===== config.mk =====
export PLATFORM = sky130hd
export DESIGN_NAME = byte_capped_drop_oldest_queue_top
export DESIGN_NICKNAME = d
export VERILOG_FILES = /design/src/sv/bcdq_pkg.sv /design/src/sv/byte_capped_drop_oldest_queue_top.sv /design/src/sv/bcdq_store.sv
export SDC_FILE = /design/constraint.sdc
export NUM_CORES = 2
export LEC_CHECK = 0
export ABC_CLOCK_PERIOD_IN_PS = 15200
export BUFFER_PORTS_ARGS = -buffer_cell sky130_fd_sc_hd__buf_2
export CORE_MARGIN = 1.5
export CORE_UTILIZATION = 45
export CTS_BUF_LIST = sky130_fd_sc_hd__clkbuf_8
export DETAILED_ROUTE_END_ITERATION = 10
export SYNTH_ARGS = -nofsm -noshare
export SYNTH_HDL_FRONTEND = slang
export SYNTH_HIERARCHICAL = 1
export SYNTH_SLANG_ARGS = --single-unit

===== constraint.sdc =====
create_clock -name clk -period 15.2 [get_ports clk]
set_clock_uncertainty 0.1 [all_clocks]
set_input_delay 1.52 -clock clk [delete_from_list [all_inputs] [get_ports clk]]
set_output_delay 1.52 -clock clk [all_outputs]
set_load 0.005 [all_outputs]

===== src/sv/bcdq_pkg.sv =====
package bcdq_pkg;

    // Command codes carried in the cmd field of an input transaction
    typedef enum logic [1:0] {
        CMD_PUSH  = 2'd0,
        CMD_POP   = 2'd1,
        CMD_STOP  = 2'd2,
        CMD_CLEAR = 2'd3
    } cmd_t;

    // Result status codes
    typedef enum logic [2:0] {
        STATUS_ACCEPTED = 3'd0,
        STATUS_EVICTED  = 3'd1,
        STATUS_REJECTED = 3'd2,
        STATUS_STOPPED  = 3'd3,
        STATUS_EMPTY    = 3'd4,
        STATUS_POPPED   = 3'd5
    } status_t;

    // Sequencer states
    typedef enum logic [3:0] {
        ST_IDLE,
        ST_DISPATCH,
        ST_FIT,
        ST_SCAN_RD,
        ST_SCAN_CHK,
        ST_EVICT_NOTE,
        ST_EVICT_SUB,
        ST_SHIFT_RD,
        ST_SHIFT_WR,
        ST_DECIDE,
        ST_DROP_NEW,
        ST_POP_RD,
        ST_POP_FIN,
        ST_DONE
    } state_t;

    typedef struct packed {
        cmd_t        cmd;
        logic [31:0] job_bytes;
        logic        job_droppable;
        logic [15:0] job_tag;
    } in_item_t;

    typedef struct packed {
        status_t     status;
        logic [4:0]  evicted_count;
        logic [15:0] out_tag;
        logic [31:0] out_bytes;
        logic        out_droppable;
        logic [4:0]  jobs_held;
        logic [39:0] bytes_held;
        logic [31:0] lost_records;
        logic [47:0] lost_bytes;
        logic        overflow_seen;
    } out_item_t;

    // One queue entry as held in the store
    typedef struct packed {
        logic [15:0] tag;
        logic [31:0] bytes;
        logic        drop_ok;
    } entry_t;

    // Register index of byte_cap (taken from paddr[2])
    localparam logic        CFG_BYTE_CAP     = 1'b0;
    localparam logic [31:0] BYTE_CAP_RESET   = 32'd67108864;
    localparam logic [31:0] DROP_RECORDS_MAX = 32'hFFFF_FFFF;
    localparam logic [47:0] DROP_BYTES_MAX   = 48'hFFFF_FFFF_FFFF;

endpackage


===== src/sv/byte_capped_drop_oldest_queue_top.sv =====
// Byte-capped admission queue with drop-oldest eviction.
// Input channel (in_valid/in_stall/in_item) carries one command per transaction:
// push a job, pop the oldest job, stop further pushes, or clear drop counters.
// Output channel (out_valid/out_stall/out_item) returns exactly one result per
// command, in command order, with the queue occupancy and drop counters after it.
// The block takes one command at a time; in_stall is high while a command runs.
// Command flow: stop, clear, a stopped push and a pop on an empty queue go straight
// to the result; an oversized push is counted as lost; a pop reads the oldest job;
// other pushes run a fit check, then are admitted or rejected.
// A push that evicts scans for the oldest droppable victim, counts it as lost, takes
// its bytes off the total and moves each older entry into the victim's place; the
// scan may run out of droppable entries. The next command is taken in the cycle after
// a result loads. The sequencer uses a single 49-bit add/subtract unit and a store
// that it drives with one read or one write per state.
// A finished result waits in the output register while the next command is taken;
// if the receiver stalls, the following result holds inside the block and no
// further command is taken until the output register frees.
// Reset empties the queue, clears counters and flags, and sets byte_cap to
// 67108864; the store needs no clearing pass. byte_cap is written over APB at
// address 0; the user must write it only while the block is idle; the block has no guard for this.
module byte_capped_drop_oldest_queue_top
    import bcdq_pkg::*;
#(
    parameter int MAX_JOBS      = 16,
    parameter int BARRIER_SLACK = 4
)
(
    input  logic        clk,
    input  logic        rst_n,
    input  logic        in_valid,
    output logic        in_stall,
    input  in_item_t    in_item,
    output logic        out_valid,
    input  logic        out_stall,
    output out_item_t   out_item,
    input  logic        psel,
    input  logic        penable,
    input  logic        pwrite,
    input  logic [2:0]  paddr,
    input  logic [31:0] pwdata,
    output logic [31:0] prdata,
    output logic        pready
);

    localparam int DEPTH = MAX_JOBS + BARRIER_SLACK;
    localparam int AW    = $clog2(DEPTH);
    localparam int CW    = $clog2(DEPTH + 1);
    localparam int EW    = $clog2(MAX_JOBS + 2);

    state_t          state_reg;
    state_t          state_next;
    in_item_t        req_reg;
    logic [31:0]     byte_cap_reg;
    logic [AW-1:0]   head_reg;
    logic [CW-1:0]   count_reg;
    logic [39:0]     byte_total_reg;
    logic [31:0]     drop_rec_reg;
    logic [47:0]     drop_bytes_reg;
    logic            stop_reg;
    logic            overflow_reg;
    logic [EW-1:0]   evicted_reg;
    logic [CW-1:0]   scan_pos_reg;
    logic [CW-1:0]   shift_pos_reg;
    logic            fits_reg;
    status_t         status_reg;
    entry_t          pop_entry_reg;
    logic            out_valid_reg;
    out_item_t       out_item_reg;

    logic            in_accept;
    logic            out_load;
    logic            cfg_write;
    logic [47:0]     alu_a;
    logic [31:0]     alu_b;
    logic            alu_sub;
    logic [48:0]     alu_sum;
    logic            fit_now;
    logic            oversize;
    logic            admit_ok;
    logic            evict_limit_hit;
    logic [47:0]     drop_bytes_sat;
    logic [31:0]     drop_rec_inc;
    logic [CW-1:0]   mem_lidx;
    logic [AW-1:0]   mem_addr;
    logic [AW-1:0]   head_inc;
    logic            mem_rd_en;
    logic            mem_wr_en;
    entry_t          mem_wr_data;
    entry_t          mem_rd_data;

    // Map a position counted from the oldest entry to a store address
    function automatic logic [AW-1:0] phys(input logic [AW-1:0] head,
                                           input logic [CW-1:0] lidx);
        logic [CW:0] s;
        begin
            s = (CW+1)'(head) + (CW+1)'(lidx);
            if (s >= (CW+1)'(DEPTH))
            begin
                s = s - (CW+1)'(DEPTH);
            end
            return s[AW-1:0];
        end
    endfunction

    // Handshakes
    assign in_accept = in_valid && !in_stall;
    assign in_stall  = (state_reg != ST_IDLE);
    assign out_load  = (state_reg == ST_DONE) && (!out_valid_reg || !out_stall);
    assign out_valid = out_valid_reg;
    assign out_item  = out_item_reg;

    // APB register access
    assign pready    = 1'b1;
    assign cfg_write = psel && penable && pwrite && (paddr[2] == CFG_BYTE_CAP);
    assign prdata    = (paddr[2] == CFG_BYTE_CAP) ? byte_cap_reg : 32'd0;

    // Shared add/subtract unit and the decisions built on it
    assign alu_sum = alu_sub ? ({1'b0, alu_a} - {17'd0, alu_b})
                             : ({1'b0, alu_a} + {17'd0, alu_b});
    assign fit_now = (count_reg < CW'(MAX_JOBS)) && (alu_sum <= {17'd0, byte_cap_reg});
    assign oversize = req_reg.job_droppable && (req_reg.job_bytes > byte_cap_reg);
    assign admit_ok = !((!fits_reg && req_reg.job_droppable) ||
                        (count_reg >= CW'(DEPTH)));
    assign evict_limit_hit = (evicted_reg == EW'(MAX_JOBS + 1));
    assign drop_bytes_sat = (alu_sum >= {1'b0, DROP_BYTES_MAX}) ? DROP_BYTES_MAX
                                                                : alu_sum[47:0];
    assign drop_rec_inc = (drop_rec_reg == DROP_RECORDS_MAX) ? drop_rec_reg
                                                             : drop_rec_reg + 32'd1;
    assign mem_addr = phys(head_reg, mem_lidx);
    assign head_inc = phys(head_reg, CW'(1));

    bcdq_store #(
        .DEPTH (DEPTH),
        .AW    (AW)
    ) u_store (
        .clk     (clk),
        .wr_en   (mem_wr_en),
        .wr_addr (mem_addr),
        .wr_data (mem_wr_data),
        .rd_en   (mem_rd_en),
        .rd_addr (mem_addr),
        .rd_data (mem_rd_data)
    );

    // Next state
    always_comb
    begin
        state_next = state_reg;
        unique case (state_reg)
            ST_IDLE:
            begin
                if (in_accept)
                begin
                    state_next = ST_DISPATCH;
                end
            end
            ST_DISPATCH:
            begin
                unique case (req_reg.cmd)
                    CMD_PUSH:
                    begin
                        if (oversize)
                        begin
                            state_next = ST_DROP_NEW;
                        end
                        else if (stop_reg)
                        begin
                            state_next = ST_DONE;
                        end
                        else
                        begin
                            state_next = ST_FIT;
                        end
                    end
                    CMD_POP:
                    begin
                        state_next = (count_reg == '0) ? ST_DONE : ST_POP_RD;
                    end
                    default:
                    begin
                        state_next = ST_DONE;
                    end
                endcase
            end
            ST_FIT:
            begin
                state_next = (fit_now || evict_limit_hit) ? ST_DECIDE : ST_SCAN_RD;
            end
            ST_SCAN_RD:
            begin
                state_next = (scan_pos_reg < count_reg) ? ST_SCAN_CHK : ST_DECIDE;
            end
            ST_SCAN_CHK:
            begin
                state_next = mem_rd_data.drop_ok ? ST_EVICT_NOTE : ST_SCAN_RD;
            end
            ST_EVICT_NOTE:
            begin
                state_next = ST_EVICT_SUB;
            end
            ST_EVICT_SUB:
            begin
                state_next = ST_SHIFT_RD;
            end
            ST_SHIFT_RD:
            begin
                state_next = (shift_pos_reg == '0) ? ST_FIT : ST_SHIFT_WR;
            end
            ST_SHIFT_WR:
            begin
                state_next = ST_SHIFT_RD;
            end
            ST_DECIDE:
            begin
                state_next = admit_ok ? ST_DONE : ST_DROP_NEW;
            end
            ST_DROP_NEW:
            begin
                state_next = ST_DONE;
            end
            ST_POP_RD:
            begin
                state_next = ST_POP_FIN;
            end
            ST_POP_FIN:
            begin
                state_next = ST_DONE;
            end
            ST_DONE:
            begin
                if (out_load)
                begin
                    state_next = ST_IDLE;
                end
            end
            default:
            begin
                state_next = ST_IDLE;
            end
        endcase
    end

    // Store access and adder operands per state
    always_comb
    begin
        mem_lidx    = '0;
        mem_rd_en   = 1'b0;
        mem_wr_en   = 1'b0;
        mem_wr_data = mem_rd_data;
        alu_a       = '0;
        alu_b       = '0;
        alu_sub     = 1'b0;
        unique case (state_reg)
            ST_FIT:
            begin
                alu_a = {8'd0, byte_total_reg};
                alu_b = req_reg.job_bytes;
            end
            ST_SCAN_RD:
            begin
                mem_lidx  = scan_pos_reg;
                mem_rd_en = (scan_pos_reg < count_reg);
            end
            ST_EVICT_NOTE:
            begin
                alu_a = drop_bytes_reg;
                alu_b = mem_rd_data.bytes;
            end
            ST_EVICT_SUB:
            begin
                alu_a   = {8'd0, byte_total_reg};
                alu_b   = mem_rd_data.bytes;
                alu_sub = 1'b1;
            end
            ST_SHIFT_RD:
            begin
                mem_lidx  = shift_pos_reg - CW'(1);
                mem_rd_en = (shift_pos_reg != '0);
            end
            ST_SHIFT_WR:
            begin
                mem_lidx  = shift_pos_reg;
                mem_wr_en = 1'b1;
            end
            ST_DECIDE:
            begin
                alu_a       = {8'd0, byte_total_reg};
                alu_b       = req_reg.job_bytes;
                mem_lidx    = count_reg;
                mem_wr_en   = admit_ok;
                mem_wr_data = '{tag: req_reg.job_tag, bytes: req_reg.job_bytes,
                                drop_ok: req_reg.job_droppable};
            end
            ST_DROP_NEW:
            begin
                alu_a = drop_bytes_reg;
                alu_b = req_reg.job_bytes;
            end
            ST_POP_RD:
            begin
                mem_lidx  = '0;
                mem_rd_en = 1'b1;
            end
            ST_POP_FIN:
            begin
                alu_a   = {8'd0, byte_total_reg};
                alu_b   = mem_rd_data.bytes;
                alu_sub = 1'b1;
            end
            default:
            begin
            end
        endcase
    end

    // Control state and queue bookkeeping
    always_ff @(posedge clk or negedge rst_n)
    begin
        if (!rst_n)
        begin
            state_reg      <= ST_IDLE;
            byte_cap_reg   <= BYTE_CAP_RESET;
            head_reg       <= '0;
            count_reg      <= '0;
            byte_total_reg <= '0;
            drop_rec_reg   <= '0;
            drop_bytes_reg <= '0;
            stop_reg       <= 1'b0;
            overflow_reg   <= 1'b0;
            evicted_reg    <= '0;
            scan_pos_reg   <= '0;
            shift_pos_reg  <= '0;
            fits_reg       <= 1'b0;
            status_reg     <= STATUS_ACCEPTED;
            out_valid_reg  <= 1'b0;
        end
        else
        begin
            state_reg <= state_next;

            if (cfg_write)
            begin
                byte_cap_reg <= pwdata;
            end

            // Hold the result until the receiver takes it
            if (out_load)
            begin
                out_valid_reg <= 1'b1;
            end
            else if (!out_stall)
            begin
                out_valid_reg <= 1'b0;
            end

            case (state_reg)
                ST_IDLE:
                begin
                    if (in_accept)
                    begin
                        evicted_reg  <= '0;
                        scan_pos_reg <= '0;
                    end
                end
                ST_DISPATCH:
                begin
                    unique case (req_reg.cmd)
                        CMD_PUSH:
                        begin
                            if (stop_reg)
                            begin
                                status_reg <= STATUS_STOPPED;
                            end
                        end
                        CMD_POP:
                        begin
                            status_reg <= STATUS_EMPTY;
                        end
                        CMD_STOP:
                        begin
                            stop_reg   <= 1'b1;
                            status_reg <= STATUS_ACCEPTED;
                        end
                        CMD_CLEAR:
                        begin
                            drop_rec_reg   <= '0;
                            drop_bytes_reg <= '0;
                            overflow_reg   <= 1'b0;
                            status_reg     <= STATUS_ACCEPTED;
                        end
                        default:
                        begin
                        end
                    endcase
                end
                ST_FIT:
                begin
                    fits_reg <= fit_now;
                end
                ST_SCAN_CHK:
                begin
                    // Entries ahead of the victim stay non-droppable: keep scan position
                    if (mem_rd_data.drop_ok)
                    begin
                        shift_pos_reg <= scan_pos_reg;
                    end
                    else
                    begin
                        scan_pos_reg <= scan_pos_reg + CW'(1);
                    end
                end
                ST_EVICT_NOTE:
                begin
                    drop_rec_reg   <= drop_rec_inc;
                    drop_bytes_reg <= drop_bytes_sat;
                    overflow_reg   <= 1'b1;
                end
                ST_EVICT_SUB:
                begin
                    byte_total_reg <= alu_sum[39:0];
                end
                ST_SHIFT_RD:
                begin
                    // Victim slot now holds its predecessor: drop the oldest slot
                    if (shift_pos_reg == '0)
                    begin
                        head_reg    <= head_inc;
                        count_reg   <= count_reg - CW'(1);
                        evicted_reg <= evicted_reg + EW'(1);
                    end
                end
                ST_SHIFT_WR:
                begin
                    shift_pos_reg <= shift_pos_reg - CW'(1);
                end
                ST_DECIDE:
                begin
                    if (admit_ok)
                    begin
                        count_reg      <= count_reg + CW'(1);
                        byte_total_reg <= alu_sum[39:0];
                        status_reg     <= (evicted_reg != '0) ? STATUS_EVICTED
                                                              : STATUS_ACCEPTED;
                    end
                end
                ST_DROP_NEW:
                begin
                    drop_rec_reg   <= drop_rec_inc;
                    drop_bytes_reg <= drop_bytes_sat;
                    overflow_reg   <= 1'b1;
                    status_reg     <= STATUS_REJECTED;
                end
                ST_POP_FIN:
                begin
                    head_reg       <= head_inc;
                    count_reg      <= count_reg - CW'(1);
                    byte_total_reg <= alu_sum[39:0];
                    status_reg     <= STATUS_POPPED;
                end
                default:
                begin
                end
            endcase
        end
    end

    // Payload registers: latched command, popped entry, result
    always_ff @(posedge clk)
    begin
        if (in_accept)
        begin
            req_reg       <= in_item;
            pop_entry_reg <= '0;
        end
        if (state_reg == ST_POP_FIN)
        begin
            pop_entry_reg <= mem_rd_data;
        end
        if (out_load)
        begin
            out_item_reg.status        <= status_reg;
            out_item_reg.evicted_count <= 5'(evicted_reg);
            out_item_reg.out_tag       <= pop_entry_reg.tag;
            out_item_reg.out_bytes     <= pop_entry_reg.bytes;
            out_item_reg.out_droppable <= pop_entry_reg.drop_ok;
            out_item_reg.jobs_held     <= 5'(count_reg);
            out_item_reg.bytes_held    <= byte_total_reg;
            out_item_reg.lost_records  <= drop_rec_reg;
            out_item_reg.lost_bytes    <= drop_bytes_reg;
            out_item_reg.overflow_seen <= overflow_reg;
        end
    end

endmodule


===== src/sv/bcdq_store.sv =====
module bcdq_store
    import bcdq_pkg::*;
#(
    parameter int DEPTH = 20,
    parameter int AW    = $clog2(DEPTH)
)
(
    input  logic          clk,
    input  logic          wr_en,
    input  logic [AW-1:0] wr_addr,
    input  entry_t        wr_data,
    input  logic          rd_en,
    input  logic [AW-1:0] rd_addr,
    output entry_t        rd_data
);

    entry_t mem [DEPTH];
    entry_t rd_data_reg;

    // Write one entry, read one entry with registered data
    always_ff @(posedge clk)
    begin
        if (wr_en)
        begin
            mem[wr_addr] <= wr_data;
        end
        if (rd_en)
        begin
            rd_data_reg <= mem[rd_addr];
        end
    end

    assign rd_data = rd_data_reg;

endmodule


# Word-level counts from Yosys, hierarchy flattened
# Memories as Yosys holds them, arrays and structs flattened. A register that Yosys moved wholly into a read port is not among the register bits.
# Index checks and enable logic that the tools add are counted.
# word_totals
reg_bits	471
ramBits	980
input_bits	93
out_inout_bits	218
elab_cells	189
mem_count	1
# mem_list
name	depth	word_bits	read_ports	rd_ports_with_merged_regs	wr	line	source
u_store.mem	20	49	1	1	1	bcdq_store.sv:17	entry_t mem [DEPTH];
# op_classes
addsub	12
magnitude_cmp	8
n_eq_ne	28
n_mux	56
n_bitwise	1
reduce_logical	51
# ops
cell	n
$mux W49	4
$pmux W48 S2	2
$pmux W32 S2	2
$mux W32	3
$mux W48	2
$pmux W40 S2	1
$add A48 B32 Y49	1
$ge A49 B48 Y1 const B	1
$le A49 B32 Y1	1
$sub A48 B32 Y49	1
$pmux W4 S12	1
$mux W5	9
$mux W40	1
$pmux W5 S2	4
$add A32 B1 Y32 const B	1
$eq A32 B32 Y1 const B	1
$gt A32 B32 Y1	1
$mux W4	7
$eq A4 B4 Y1 const B	6
$pmux W5 S4	1
$eq A4 B3 Y1 const B	4
$add A5 B1 Y5 const B	3
$mux W3	5
$pmux W5 S3	1
38 further kinds	93

# Longest topological paths before layout
# depth
word_depth	10
ltp_mapped	33
mapped_depth_nobuf	28

# Hierarchy
# Netlist, hierarchy kept.
# by_module_without_submodules
mod	n_inst	cells_per_inst	area_per_inst_um2	seq_area_each_um2
bcdq_store	1	2014	38993.6	30899.6
byte_capped_drop_oldest_queue_top	1	2374	25082.8	13203.9

# Least setup slack after synthesis
# Ideal clock, no wire load.
# synth_path
path_kind	input to register
start	in out_stall
end	reg out_item_reg, in the netlist out_item[0], enable pin
setup_time_ns	0.787
t_arrival_ns	10.325
required_time_ns	14.313
path_slack_ns	3.988
cell_stages	1
path_buffers	0
cell_sequence	a21oi_1
# synth_between
elab_chain_len	3
# synth_lines
item	line	source
from (decl)	byte_capped_drop_oldest_queue_top.sv:34	input logic out_stall,
$logic_not A1 Y1	--	
$logic_or A1 B1 Y1	byte_capped_drop_oldest_queue_top.sv:108	assign out_load = (state_reg == ST_DONE) && (!out_valid_reg || !out_stall);
$logic_and A1 B1 Y1	byte_capped_drop_oldest_queue_top.sv:108	
to (decl)	byte_capped_drop_oldest_queue_top.sv:68	out_item_t out_item_reg;
# No other way between the ends.
# A chain may end at the register's enable or synchronous reset.

# Worst setup path in the final report
# layout_path
start	reg state_reg[0]
end	reg state_reg[1]
# layout_between
elab_chain_len	10
word_cells_on_any_way	39
classes_between	add/sub (2); order compare (1); eq/ne (15); mux (6); reduce/logical (15)
# layout_lines
item	line	source
from (decl)	byte_capped_drop_oldest_queue_top.sv:50	state_t state_reg;
from (signal assigned)	byte_capped_drop_oldest_queue_top.sv:339	state_reg <= state_next;
$eq A4 B4 Y1, or another cell as far along	byte_capped_drop_oldest_queue_top.sv:253	unique case (state_reg)
$reduce_or A4 Y1 (no line), or another cell as far along	--	
$pmux W48 S2 or $pmux W32 S2 (tied branches)	byte_capped_drop_oldest_queue_top.sv:253	
$add A48 B32 Y49 or $sub A48 B32 Y49 (tied branches)	byte_capped_drop_oldest_queue_top.sv:119, byte_capped_drop_oldest_queue_top.sv:118	
$mux W49 (*)	byte_capped_drop_oldest_queue_top.sv:118	assign alu_sum = alu_sub ? ({1'b0, alu_a} - {17'd0, alu_b})
named net alu_sum[31]	byte_capped_drop_oldest_queue_top.sv:76	logic [48:0] alu_sum;
$le A49 B32 Y1 (*)	byte_capped_drop_oldest_queue_top.sv:120	assign fit_now = (count_reg < CW'(MAX_JOBS)) && (alu_sum <= {17'd0, byte_cap_reg});
$logic_and A1 B1 Y1 (*)	byte_capped_drop_oldest_queue_top.sv:120	
$logic_or A1 B1 Y1 (*)	byte_capped_drop_oldest_queue_top.sv:187	state_next = (fit_now || evict_limit_hit) ? ST_DECIDE : ST_SCAN_RD;
$mux W4 (*)	byte_capped_drop_oldest_queue_top.sv:187	
$pmux W4 S12 (*)	byte_capped_drop_oldest_queue_top.sv:149	unique case (state_reg)
# The timed path passes the listed nets; every way through them passes the cells marked *.

==> qor.csv <==
metric,value,unit
Largest register FFs,980,
Post-CTS Resized,0,
final hold vios,0,
r2r worst-path depth,28,
Final setup violation count,0,
"Clk Latency, worst-skew pair",0.96,ns
chip height,380,um
Mapped Avg Cell Area,14.6,um^2
Compound-Gate Fraction of Synth Area,8.43,%
drt drc,0,
RSZ-0062 raised after global routing,no,
GP Congestion,0.910,
register area share after synthesis,68.8,%
Synth Flop Type,edfxtp_1,
Synth Warn #,6,
post-route clock period utilization,59.1,%
Num CTS Buffers,235,
CTS tree,yes,
"Async S/R FF share, synth",12.5,%
vias in the first global route,38400,
register-to-register setup slack,6.22,ns
vias per cell,5.72,
M3 GR Usage,4.20,%
worst-margin pin slew,1.34,ns
Lkg Pwr,0.0266,uW
placeable core area,141000,um^2
worst r2r src,state_reg[0]$_DFFE_PN0P_,
GRT Overall Usage,23.6,%
Post-Synth XOR/XNOR Area,1.64,%
Max Transition Viols Final,0,
DP Area,67800,um^2
DR WL/cell,25.3,um
Root Buffer,clkbuf_8,
IO Pins,311,
Vias,39200,
syn_nets,4626,
"worst slack, placed",6.22,ns
largest net degree at the start of global routing,71,
Final TNS setup,0,ns
Crit path required time,15.91,ns
Clock transition at path regs,0.06,ns
max incr delay on CP,0.74,ns
Final Non-Filler Cells,6852,
Post-Place Cells,6425,
Final nets,5010,
hold-fix buffers at CTS,0,
met1 Track Usage GR,32.0,%
MaxCap Viol Count,0,
Syn-to-layout area delta,12.5,%
Power Density,234,nW/um^2
Synth Area in Simple Gates,7.55,%
Detail Route Antenna Nets,0,
clock sinks,1500,
CP max FO,31,
post-route design area,72100,um^2
top-area cell type share of the netlist area,61.5,%
mux cell area share after synthesis,8.66,%
initial antenna violation count,6,
buffers added on ports,307,
Detailed Routing Iterations Pass 1,6,
H-Tree Depth,4,
width of the die,380,um
share of layout cells above drive strength 1,19.6,%
DP Wirelength,102,mm
RR Endpoint,state_reg[1]$_DFFE_PN0P_,
number of flops mapped to enable cells by yosys,1312,
largest family of logic cells by synthesized area,multiplexers,
synthesized area,64100,um^2
clk buf depth,3,
Tmin final,8.98,ns
status,completed,
Slew headroom,10.2,%
Synth area leaders,"edfxtp_1 61%, dfrtp_1 7.3%, mux2i_1 3.8%",
Peak VDD IR,252,uV
die area,145000,um^2
distinct cell type count after synthesis,91,
Worst Setup EP,state_reg[1]$_DFFE_PN0P_,
Congestion Overflow GR,0,
post-synthesis register bit count,1500,
"area leader, netlist",edfxtp_1,
Hold Path Class,reg2reg,
CP Class,reg2reg,
Mapped Cells,4388,
setup ws final,6.22,ns
"Arr. time, crit path",9.69,ns
CP startpoint kind,flop,
Setup crit end kind,flop,
critical path's slowest cell,nand2_1,
Initial Utilization,45.3,%
post-CTS setup buffer count,0,
post-synthesis adder-cell area fraction,2.88,%
Critical path origin,state_reg[0]$_DFFE_PN0P_,
number of DRC markers in iteration 0,3303,
first-pass GRT wire length,254,mm
Max Fclk,111,MHz
Top Usage Layer GRT,met2,
WL final,173,mm
# rows,138,
M2 GR Usage,38.8,%
## stage by stage
stage / hold WS (ns) / power, uW / util (%)
final: 0.293 / 16900 / 51.0
after global routing: 0.323 / 17900 / 51.0
after CTS: 0.306 / 16900 / 51.0
after detailed placement: 0.305 / 13800 / 47.9
after global placement: 0.303 / 13600 / 47.9
after floorplan: 0.300 / 11400 / -
## synth_stat cells, drive strengths merged, types with 94 or more instances
| cell type | n |
|---|---|
| nor2 | 178 |
| edfxtp | 1312 |
| o22ai | 153 |
| nand2 | 439 |
| mux2i | 246 |
| dfrtp | 187 |
| o21ai | 154 |
| buf | 94 |
| clkbuf | 133 |
| a21oi | 147 |
| ha | 142 |
| mux2 | 174 |
| a211oi | 104 |
## layout make-up
class / instances / area [um^2]
timing repair buffer: 374 / 2050
tap: 1890 / 2360
multi-input combinational: 2587 / 19000
inverter: 74 / 278
antenna: 2 / 5.00
fill: 12000 / 69300
sequential: 1500 / 44100
clock buffer: 241 / 3320
clock inverter: 184 / 1020
## placed cells by master (no fill, tap or decap), types with 99 or more instances in the layout
cell type,n
a211oi_1,104
a21oi_1,145
buf_2,306
clkbuf_8,242
dfrtp_1,187
edfxtp_1,1312
ha_1,141
inv_1,145
mux2_2,174
mux2i_1,246
nand2_1,437
nor2_1,156
o21ai_0,99
o22ai_1,152
## worst max-delay path, delay by kind of cell (launching register included)
kind,cells,cell delay (ns)
XOR/XNOR,2,0.46
AND/OR/NAND/NOR,14,4.34
adder cells (fa/ha/maj),3,1.09
AO/OA/AOI/OAI,8,2.19
flip-flops,1,0.33
buffers and inverters,1,0.32
## routing by layer
metal	routed length (um)	up-vias	part of all wire [%]
met2	83700	1294	48
met5	34	-	0.020
met1	74400	20000	43
met4	4500	6	2.6
li1	-	17700	-
met3	10800	264	6.2
## power by group
part | switching, uW | internal (uW) | leakage [uW] | total (uW)
clock | 1590 | 1570 | 0.00252 | 3150
combinational | 4890 | 2730 | 0.00978 | 7620
sequential | 358 | 5720 | 0.0143 | 6070
total | 6840 | 10000 | 0.0266 | 16900
## cells by family after synthesis
logic type,Yosys count
and+or+nand+nor,1029
muxes,470
AOI/OAI and AO/OA,824
other,1
adders and majority gates,146
buffers and inverters,301
DFF,1500
xor gates and xnor gates,117
## worst min-delay path by stage
| stage | from | depth (start not counted) | slack [ns] | endpoint |
|---|---|---|---|---|
| 2_1_floorplan | pop_entry_reg[0]$_SDFFCE_PN0P_ | 0 | 0.30 | out_item[126]$_DFFE_PP_ |
| 3_3_place_gp | pop_entry_reg[42]$_SDFFCE_PN0P_ | 0 | 0.30 | out_item[168]$_DFFE_PP_ |
| 3_5_place_dp | pop_entry_reg[15]$_SDFFCE_PN0P_ | 0 | 0.30 | out_item[141]$_DFFE_PP_ |
| 4_1_cts | pop_entry_reg[26]$_SDFFCE_PN0P_ | 0 | 0.31 | out_item[152]$_DFFE_PP_ |
| 5_1_grt | pop_entry_reg[15]$_SDFFCE_PN0P_ | 0 | 0.32 | out_item[141]$_DFFE_PP_ |
| 6_report | pop_entry_reg[26]$_SDFFCE_PN0P_ | 0 | 0.29 | out_item[152]$_DFFE_PP_ |
Note: power is estimated with default switching activity, not from simulation.
